[src/hdl/bsrr_pkg.sv]
// ----------------------------------------------------------------------------
// bsrr_pkg: shared types and constants of the box shape row rasterizer
// Holds the shape codes, bitmap defaults, the controller state type and the
// command and status groups that link the controller to the datapath.
// ----------------------------------------------------------------------------
package bsrr_pkg;

    // Bitmap defaults, range 1 to 64 each
    localparam int BITMAP_WIDTH  = 64;
    localparam int BITMAP_HEIGHT = 64;

    // Mask lanes, one per pixel column of the write mask
    localparam int LANES = 64;

    // Shape codes
    localparam logic [1:0] OP_FILL    = 2'd0;
    localparam logic [1:0] OP_OUTLINE = 2'd1;
    localparam logic [1:0] OP_CIRCLE  = 2'd2;

    // Configuration reset value of the row pitch
    localparam logic [6:0] PITCH_RESET = 7'd64;

    typedef enum logic [1:0] {
        ST_IDLE,
        ST_SWEEP,
        ST_ROWS,
        ST_DRAIN
    } t_bsrr_state;

    // Controller to datapath
    typedef struct packed {
        logic load;    // capture the incoming command
        logic sweep;   // square one column offset of the circle
        logic issue;   // send the current row into the pipeline
    } t_bsrr_cmd;

    // Datapath to controller
    typedef struct packed {
        logic cmd_ok;      // incoming command is drawable
        logic circle;      // incoming or held command is a circle
        logic sweep_last;  // column sweep is at its last column
        logic row_last;    // current row is the top row of the box
        logic a_valid;     // row stage holds a row
        logic adv;         // pipeline advances this cycle
    } t_bsrr_status;

endpackage

[src/hdl/bsrr_ctrl.sv]
// ----------------------------------------------------------------------------
// bsrr_ctrl: command sequencer
// Accepts a command, runs the circle column sweep when needed, issues one
// row per pipeline advance and waits for the last row to leave the row stage.
// ----------------------------------------------------------------------------
module bsrr_ctrl (
    input  logic                  i_clk,
    input  logic                  i_rst_n,
    input  logic                  i_valid,
    output logic                  o_stall,
    input  bsrr_pkg::t_bsrr_status i_status,
    output bsrr_pkg::t_bsrr_cmd    o_cmd
);

    bsrr_pkg::t_bsrr_state r_state;
    bsrr_pkg::t_bsrr_state n_state;

    always_ff @(posedge i_clk) begin
        if (!i_rst_n) begin
            r_state <= bsrr_pkg::ST_IDLE;
        end else begin
            r_state <= n_state;
        end
    end

    always_comb begin
        n_state     = r_state;
        o_cmd.load  = 1'b0;
        o_cmd.sweep = 1'b0;
        o_cmd.issue = 1'b0;
        o_stall     = 1'b1;
        unique case (r_state)
            bsrr_pkg::ST_IDLE: begin
                o_stall = 1'b0;
                if (i_valid && i_status.cmd_ok) begin
                    o_cmd.load = 1'b1;
                    n_state    = i_status.circle ? bsrr_pkg::ST_SWEEP : bsrr_pkg::ST_ROWS;
                end
            end
            bsrr_pkg::ST_SWEEP: begin
                o_cmd.sweep = 1'b1;
                if (i_status.sweep_last) begin
                    n_state = bsrr_pkg::ST_ROWS;
                end
            end
            bsrr_pkg::ST_ROWS: begin
                o_cmd.issue = i_status.adv;
                if (i_status.adv && i_status.row_last) begin
                    n_state = bsrr_pkg::ST_DRAIN;
                end
            end
            bsrr_pkg::ST_DRAIN: begin
                // last row leaves the row stage on this advance
                if (i_status.adv) begin
                    n_state = bsrr_pkg::ST_IDLE;
                end
            end
            default: begin
                n_state = bsrr_pkg::ST_IDLE;
            end
        endcase
    end

`ifndef SYNTHESIS
    a_idle_empty: assert property (@(posedge i_clk) disable iff (!i_rst_n)
        (r_state == bsrr_pkg::ST_IDLE) |-> !i_status.a_valid)
        else $error("row stage busy while idle");

    a_sweep_circle: assert property (@(posedge i_clk) disable iff (!i_rst_n)
        (r_state == bsrr_pkg::ST_SWEEP) |-> i_status.circle)
        else $error("column sweep for a non-circle command");
`endif

endmodule

[src/hdl/bsrr_dp.sv]
// ----------------------------------------------------------------------------
// bsrr_dp: rasterizer datapath
// Clamps and holds the command, squares column offsets for the circle, and
// runs a two-stage row pipeline (row threshold, then lane mask) into the
// output register.
// ----------------------------------------------------------------------------
module bsrr_dp #(
    parameter int P_BITMAP_WIDTH  = bsrr_pkg::BITMAP_WIDTH,
    parameter int P_BITMAP_HEIGHT = bsrr_pkg::BITMAP_HEIGHT
) (
    input  logic                   i_clk,
    input  logic                   i_rst_n,
    input  logic [1:0]             i_opcode,
    input  logic [6:0]             i_x_min,
    input  logic [6:0]             i_y_min,
    input  logic [6:0]             i_x_max,
    input  logic [6:0]             i_y_max,
    input  logic [31:0]            i_color,
    input  logic                   i_cfg_valid,
    input  logic [6:0]             i_cfg_data,
    input  logic                   i_stall,
    output logic                   o_valid,
    output logic [5:0]             o_row,
    output logic [11:0]            o_row_address,
    output logic [63:0]            o_write_mask,
    output logic [31:0]            o_pixel_color,
    output logic                   o_last_row,
    input  bsrr_pkg::t_bsrr_cmd     i_cmd,
    output bsrr_pkg::t_bsrr_status  o_status
);

    localparam logic [6:0] XLIM = 7'(P_BITMAP_WIDTH);
    localparam logic [6:0] YLIM = 7'(P_BITMAP_HEIGHT);

    // Clamped incoming command
    logic [6:0]  xmin_c, xmax_c, ymin_c, ymax_c;
    logic [6:0]  w_c, h_c, d_c;
    logic [13:0] d_sq;
    logic [7:0]  cx2_c, cy2_c;
    logic [bsrr_pkg::LANES-1:0] box_c, side_c;

    // Held command
    logic [1:0]  r_op;
    logic [6:0]  r_xmin, r_xmax, r_ymin, r_ymax;
    logic [31:0] r_color;
    logic [7:0]  r_cx2, r_cy2;
    logic [12:0] r_d2;
    logic [bsrr_pkg::LANES-1:0] r_box, r_side;
    logic [6:0]  r_pitch;

    // Column sweep
    logic [6:0]  r_sx;
    logic [13:0] r_dx2 [bsrr_pkg::LANES];
    logic [8:0]  dx;
    logic [6:0]  dx_abs;
    logic [13:0] dx_sq;

    // Row stage
    logic [6:0]  r_y;
    logic [8:0]  dy;
    logic [6:0]  dy_abs;
    logic [13:0] dy_sq;
    logic [14:0] thr;
    logic        row_last;
    logic        r_a_valid;
    logic [5:0]  r_a_y;
    logic [14:0] r_a_thr;
    logic        r_a_last;
    logic        r_a_edge;

    // Mask stage and output register
    logic [bsrr_pkg::LANES-1:0] circ;
    logic [bsrr_pkg::LANES-1:0] mask;
    logic [12:0] addr_full;
    logic        adv;
    logic        r_o_valid;
    logic [5:0]  r_o_row;
    logic [11:0] r_o_addr;
    logic [63:0] r_o_mask;
    logic [31:0] r_o_color;
    logic        r_o_last;

    // ---------------- incoming command ----------------
    always_comb begin
        xmin_c = (i_x_min > XLIM) ? XLIM : i_x_min;
        xmax_c = (i_x_max > XLIM) ? XLIM : i_x_max;
        ymin_c = (i_y_min > YLIM) ? YLIM : i_y_min;
        ymax_c = (i_y_max > YLIM) ? YLIM : i_y_max;
        w_c    = xmax_c - xmin_c;
        h_c    = ymax_c - ymin_c;
        d_c    = (w_c < h_c) ? w_c : h_c;
        d_sq   = d_c * d_c;
        cx2_c  = {1'b0, xmin_c} + {1'b0, xmax_c};
        cy2_c  = {1'b0, ymin_c} + {1'b0, ymax_c};
        for (int i = 0; i < bsrr_pkg::LANES; i++) begin
            box_c[i]  = (7'(i) >= xmin_c) && (7'(i) < xmax_c);
            side_c[i] = (7'(i) == xmin_c) || (7'(i) == xmax_c - 7'd1);
        end
    end

    always_ff @(posedge i_clk) begin
        if (i_cmd.load) begin
            r_op    <= i_opcode;
            r_xmin  <= xmin_c;
            r_xmax  <= xmax_c;
            r_ymin  <= ymin_c;
            r_ymax  <= ymax_c;
            r_color <= i_color;
            r_cx2   <= cx2_c;
            r_cy2   <= cy2_c;
            r_d2    <= d_sq[12:0];
            r_box   <= box_c;
            r_side  <= side_c;
        end
    end

    always_ff @(posedge i_clk) begin
        if (!i_rst_n) begin
            r_pitch <= bsrr_pkg::PITCH_RESET;
        end else if (i_cfg_valid) begin
            r_pitch <= i_cfg_data;
        end
    end

    // ---------------- column sweep ----------------
    always_comb begin
        dx     = {1'b0, r_sx, 1'b1} - {1'b0, r_cx2};
        dx_abs = dx[8] ? 7'(-dx) : dx[6:0];
        dx_sq  = dx_abs * dx_abs;
    end

    always_ff @(posedge i_clk) begin
        if (i_cmd.load) begin
            r_sx <= xmin_c;
        end else if (i_cmd.sweep) begin
            r_dx2[r_sx[5:0]] <= dx_sq;
            r_sx             <= r_sx + 7'd1;
        end
    end

    // ---------------- row stage ----------------
    always_comb begin
        dy       = {1'b0, r_y, 1'b1} - {1'b0, r_cy2};
        dy_abs   = dy[8] ? 7'(-dy) : dy[6:0];
        dy_sq    = dy_abs * dy_abs;
        thr      = {2'b00, r_d2} - {1'b0, dy_sq};
        row_last = (r_y == r_ymax - 7'd1);
        adv      = !r_o_valid || !i_stall;
    end

    always_ff @(posedge i_clk) begin
        if (i_cmd.load) begin
            r_y <= ymin_c;
        end else if (i_cmd.issue) begin
            r_y <= r_y + 7'd1;
        end
    end

    always_ff @(posedge i_clk) begin
        if (!i_rst_n) begin
            r_a_valid <= 1'b0;
        end else if (adv) begin
            r_a_valid <= i_cmd.issue;
        end
    end

    always_ff @(posedge i_clk) begin
        if (i_cmd.issue) begin
            r_a_y    <= r_y[5:0];
            r_a_thr  <= thr;
            r_a_last <= row_last;
            r_a_edge <= (r_y == r_ymin) || row_last;
        end
    end

    // ---------------- mask stage ----------------
    always_comb begin
        for (int i = 0; i < bsrr_pkg::LANES; i++) begin
            circ[i] = !r_a_thr[14] && (r_dx2[i] <= r_a_thr[13:0]);
        end
        case (r_op)
            bsrr_pkg::OP_FILL:    mask = r_box;
            bsrr_pkg::OP_OUTLINE: mask = r_a_edge ? r_box : r_side;
            bsrr_pkg::OP_CIRCLE:  mask = r_box & circ;
            default:              mask = '0;
        endcase
        addr_full = r_a_y * r_pitch;
    end

    always_ff @(posedge i_clk) begin
        if (!i_rst_n) begin
            r_o_valid <= 1'b0;
        end else if (adv) begin
            r_o_valid <= r_a_valid;
        end
    end

    always_ff @(posedge i_clk) begin
        if (adv && r_a_valid) begin
            r_o_row   <= r_a_y;
            r_o_addr  <= addr_full[11:0];
            r_o_mask  <= mask;
            r_o_color <= r_color;
            r_o_last  <= r_a_last;
        end
    end

    assign o_valid       = r_o_valid;
    assign o_row         = r_o_row;
    assign o_row_address = r_o_addr;
    assign o_write_mask  = r_o_mask;
    assign o_pixel_color = r_o_color;
    assign o_last_row    = r_o_last;

    assign o_status.cmd_ok     = ((i_opcode == bsrr_pkg::OP_FILL)
                                  || (i_opcode == bsrr_pkg::OP_OUTLINE)
                                  || (i_opcode == bsrr_pkg::OP_CIRCLE))
                                 && (xmin_c < xmax_c) && (ymin_c < ymax_c);
    assign o_status.circle     = i_cmd.load ? (i_opcode == bsrr_pkg::OP_CIRCLE)
                                            : (r_op == bsrr_pkg::OP_CIRCLE);
    assign o_status.sweep_last = (r_sx == r_xmax - 7'd1);
    assign o_status.row_last   = row_last;
    assign o_status.a_valid    = r_a_valid;
    assign o_status.adv        = adv;

`ifndef SYNTHESIS
    a_sweep_in_box: assert property (@(posedge i_clk) disable iff (!i_rst_n)
        i_cmd.sweep |-> ((r_sx >= r_xmin) && (r_sx < r_xmax)))
        else $error("column sweep outside the box");

    a_row_in_box: assert property (@(posedge i_clk) disable iff (!i_rst_n)
        r_a_valid |-> (({1'b0, r_a_y} >= r_ymin) && ({1'b0, r_a_y} < r_ymax)))
        else $error("row stage holds a row outside the box");
`endif

endmodule

[src/hdl/box_shape_row_rasterizer_unit.sv]
// ----------------------------------------------------------------------------
// box_shape_row_rasterizer_unit: draw command to per-row write masks
// Rasterizes a filled rectangle, a rectangle outline or a filled circle in a
// half-open pixel box into one beat per row: row, base address, 64-bit write
// mask and color, with the top row of the command marked as last.
//
//   channel   direction  handshake                 payload
//   command   in         i_valid / o_stall         i_opcode, i_x_min, i_y_min,
//                                                  i_x_max, i_y_max, i_color
//   row       out        o_valid / i_stall         o_row, o_row_address,
//                                                  o_write_mask, o_pixel_color,
//                                                  o_last_row
//   config    in         i_cfg_valid / o_cfg_ready i_cfg_data (row pitch)
//
// A command is taken in one beat; a circle then squares one box column offset
//   per cycle, then rows issue one per cycle while the output is not stalled;
//   the next command is taken once the last row has left the row stage.
// A row beat is registered by the threshold stage and then by the mask stage;
//   a beat that waits holds in the output register.
// A stalled output freezes the whole row pipeline; the column sweep does not
//   depend on the output side.
// Empty boxes and the unused shape code are taken and produce no beat.
// Reset is synchronous and clears the sequencer, the pipeline valids and the
//   row pitch (to 64); no stored data needs clearing.
// ----------------------------------------------------------------------------
module box_shape_row_rasterizer_unit #(
    parameter int P_BITMAP_WIDTH  = bsrr_pkg::BITMAP_WIDTH,
    parameter int P_BITMAP_HEIGHT = bsrr_pkg::BITMAP_HEIGHT
) (
    input  logic        i_clk,
    input  logic        i_rst_n,

    // command channel
    input  logic        i_valid,
    output logic        o_stall,
    input  logic [1:0]  i_opcode,
    input  logic [6:0]  i_x_min,
    input  logic [6:0]  i_y_min,
    input  logic [6:0]  i_x_max,
    input  logic [6:0]  i_y_max,
    input  logic [31:0] i_color,

    // row channel
    output logic        o_valid,
    input  logic        i_stall,
    output logic [5:0]  o_row,
    output logic [11:0] o_row_address,
    output logic [63:0] o_write_mask,
    output logic [31:0] o_pixel_color,
    output logic        o_last_row,

    // row pitch register
    input  logic        i_cfg_valid,
    output logic        o_cfg_ready,
    input  logic [6:0]  i_cfg_data
);

    bsrr_pkg::t_bsrr_cmd    cmd;
    bsrr_pkg::t_bsrr_status status;

    // User must land pitch writes only between commands (unchecked); ready=1
    assign o_cfg_ready = 1'b1;

    bsrr_ctrl u_ctrl (
        .i_clk    (i_clk),
        .i_rst_n  (i_rst_n),
        .i_valid  (i_valid),
        .o_stall  (o_stall),
        .i_status (status),
        .o_cmd    (cmd)
    );

    bsrr_dp #(
        .P_BITMAP_WIDTH  (P_BITMAP_WIDTH),
        .P_BITMAP_HEIGHT (P_BITMAP_HEIGHT)
    ) u_dp (
        .i_clk         (i_clk),
        .i_rst_n       (i_rst_n),
        .i_opcode      (i_opcode),
        .i_x_min       (i_x_min),
        .i_y_min       (i_y_min),
        .i_x_max       (i_x_max),
        .i_y_max       (i_y_max),
        .i_color       (i_color),
        .i_cfg_valid   (i_cfg_valid),
        .i_cfg_data    (i_cfg_data),
        .i_stall       (i_stall),
        .o_valid       (o_valid),
        .o_row         (o_row),
        .o_row_address (o_row_address),
        .o_write_mask  (o_write_mask),
        .o_pixel_color (o_pixel_color),
        .o_last_row    (o_last_row),
        .i_cmd         (cmd),
        .o_status      (status)
    );

endmodule

[config.mk]
export PLATFORM = sky130hd
export DESIGN_NAME = box_shape_row_rasterizer_unit
export DESIGN_NICKNAME = d
export VERILOG_FILES = /design/src/hdl/bsrr_pkg.sv /design/src/hdl/bsrr_ctrl.sv /design/src/hdl/bsrr_dp.sv /design/src/hdl/box_shape_row_rasterizer_unit.sv
export SDC_FILE = /design/constraint.sdc
export NUM_CORES = 2
export LEC_CHECK = 0
export ABC_AREA = 0
export BUFFER_PORTS_ARGS = -buffer_cell sky130_fd_sc_hd__buf_2
export CORE_MARGIN = 2
export CORE_UTILIZATION = 60
export CTS_BUF_LIST = sky130_fd_sc_hd__clkbuf_8
export CTS_CLUSTER_DIAMETER = 150
export CTS_CLUSTER_SIZE = 14
export DETAILED_ROUTE_END_ITERATION = 6
export GPL_TIMING_DRIVEN = 0
export PLACE_DENSITY = 0.81
export SLEW_MARGIN = 20
export SYNTH_ARGS = -nofsm -noshare
export SYNTH_HDL_FRONTEND = slang
export SYNTH_SLANG_ARGS = --single-unit
[constraint.sdc]
create_clock -name i_clk -period 11.1 [get_ports i_clk]
set_input_delay 0.555 -clock i_clk [delete_from_list [all_inputs] [get_ports i_clk]]
set_output_delay 0.555 -clock i_clk [all_outputs]
set_load 0.005 [all_outputs]
==> results.tsv <==
metric	value	unit
synth.avg_cell_area	12.9	µm²
dieArea	0.114	mm²
worst_path_most_repeated_cell	inv_1	
syn-num-nets	6320	
io_buffer_count	184	
place_hpwl	140000	µm
hold_path_class	in2reg	
avgViaCountPerCell	6.61	
skew	0.0525	ns
cp-start-kind	input pin	
synth_top_flop_cell	edfxtp_1	
place.gp.congestion	1.06	
cts_tree	done	
clk_pin_slew	0.11	ns
crit_path_max_fanout	10	
first_pass_iters	7	
finalCritPeriodShare	0.794	
grt_pass1_vias	46400	
totalWireLength	199000	µm
syn_inst	5184	
final_cell_mix	edfxtp_1, ha_1, inv_1	
ys_ff_latch	1206	
place_worst_setup_slack	1.70	ns
routedWlPerCell	27.9	µm
cpPeakStageDelay	0.68	ns
cp.required	11.66	ns
htreeDepth	3	
outcome	complete, but fails checks	
worstMarginPinSlew	1.29	ns
core_area	0.111	mm²
final_common_cell	edfxtp_1	
worstPathArrival	9.37	ns
root_buffer	clkbuf_8	
cp_slowest_cell	clkinv_1	
async_reset_ff_frac	0	
violations	design-rule violations	
drive_above_1_share	0.0891	
grt_pass1_wl	289000	µm
rsz0062_at_grt	no	
final-hold-violation-count	0	
grtUsageTotal	0.347	
ys_seq_area_frac	0.539	
setup_viol_count_final	0	
period_minus_slack	8.81	ns
cts_resized	0	
synth_cell_type_count	86	
antenna_found_initial	16	
path_buf_inv	9	
syn_area	0.0669	mm²
grt_max_degree	45	
cts_buffers	96	
area_delta_synth_final	9.84	%
io_pins	192	
dr_total_vias	47000	
drv_slew	0	
die_h	338	µm
numClockSinks	1206	
relSlewSlack	0.140	
route.detailed.drc	1	
worstSkewPairLatency	0.84	ns
cts_buffer_depth	3	
fillers	7809	
path_class	in2reg	
drtAntennaViolNets	0	
worstSetupEndpointType	register	
final.setup.tns	0	ns
nets	6744	
synth_edf_count	1195	
die_w	338	µm
rows	122	
start_util	0.605	
synth_warnings	0	
cap_viol_max_count	0	
worst_slack	2.29	ns
grt_overflow	0	
max_freq	113	MHz
path_delay_family	adder cells	
drt_iter0_drc	5790	
[Yosys cell counts, drive strengths merged (20+ instances only)]
cell	instances	area [µm²]
mux2i	72	749
nor2	282	1070
o22ai	100	626
inv	304	1140
a21o	145	1090
edfxtp	1195	35900
nand4b	39	342
a2111oi	42	368
or4	41	308
nand3	136	681
nand4	106	663
a21oi	234	1170
o21bai	57	428
xor2	45	394
nor3b	48	360
nand2	269	1010
ha	983	12300
nor2b	33	214
or3	21	131
o21ai	212	1060
nor3	55	275
fa	79	1580
a221oi	20	175
xnor2	78	702
o21a	216	1620
nand2b	36	233
clkbuf	85	319
and2	23	144
[metal layers]
| layer | vias up | global-route usage | part of all wire |
|---|---|---|---|
| met5 | - | 0 | 0.00063 |
| met3 | 629 | 0.0685 | 0.11 |
| li1 | 20700 | - | - |
| met2 | 2801 | 0.529 | 0.45 |
| met1 | 22900 | 0.475 | 0.39 |
| met4 | 18 | 0.177 | 0.053 |
[final cells by class]
cell class | instances | area (µm²) | share of cell area
clock buffers | 97 | 1340 | 0.0182
repair buffers | 326 | 3000 | 0.0408
inverters | 309 | 1230 | 0.0167
clock inverters | 14 | 80.1 | 0.00109
flip-flops and latches | 1206 | 36100 | 0.491
plain buffers | 94 | 378 | 0.00514
diodes | 6 | 15.0 | 0.000204
well taps | 1488 | 1860 | 0.0253
multi-input cells | 3575 | 29500 | 0.401
[final timing paths]
kind | slack (ns) | to | cells after the start | startpoint
max reg2reg | 2.77 | u_dp.r_dx2[45][11] | 28 | u_dp.r_sx[0]
min | 0.06 | u_ctrl.r_state[1] | 3 | i_rst_n
min reg2reg | 0.42 | u_dp.o_pixel_color[30] | 0 | u_dp.r_color[30]
max | 2.29 | u_dp.r_d2[12] | 32 | i_x_min[2]
[logic make-up (layout without fill, tap and decap cells)]
logic type               count (synthesis)  count (layout)  share of synthesized area
XOR/XNOR                               123             123                     0.0164
adder cells (fa/ha/maj)               1063            1063                      0.208
flip-flops                            1206            1206                      0.539
buffers and inverters                  403             840                     0.0228
AND/OR/NAND/NOR                       1160            1160                     0.0886
multiplexers                            76              76                     0.0119
AO/OA/AOI/OAI                         1152            1152                      0.113
other                                    1               7                  0.0000560
[sequential cells by signal (all words and copies together), names as in the netlist, 15 cells and up]
register,count
u_dp.r_box,64
u_dp.o_write_mask,64
u_dp.r_dx2,832
u_dp.o_pixel_color,32
u_dp.r_color,32
u_dp.r_a_thr,15
u_dp.r_side,64
[what timing repair did]
action | in CTS | in global routing
setup endpoints to repair | 0 | 0
buffers inserted | 0 | 0
endpoints found under the hold margin | 41 | 0
hold buffers | 41 | 0
[worst min-delay path, stage by stage]
cell and delay (ns):
buf_2 0.12, o21ai_0 0.09, a31oi_1 0.05
[per-stage QoR]
step / hold WS [ns] / std cells / instance area, µm² / util
after floorplan: 0.400 / 5184 / 66900 / -
after global placement: 0.400 / 6856 / 69700 / 0.630
after detailed placement: 0.405 / 6957 / 71600 / 0.647
after CTS: 0.00970 / 7109 / 73400 / 0.664
after global routing: 0.0437 / 7113 / 73500 / 0.664
final: 0.0629 / 7115 / 73500 / 0.664
Power is not shown: default switching activity piles up to over one toggle a cycle in this logic, so the estimate is an artifact.
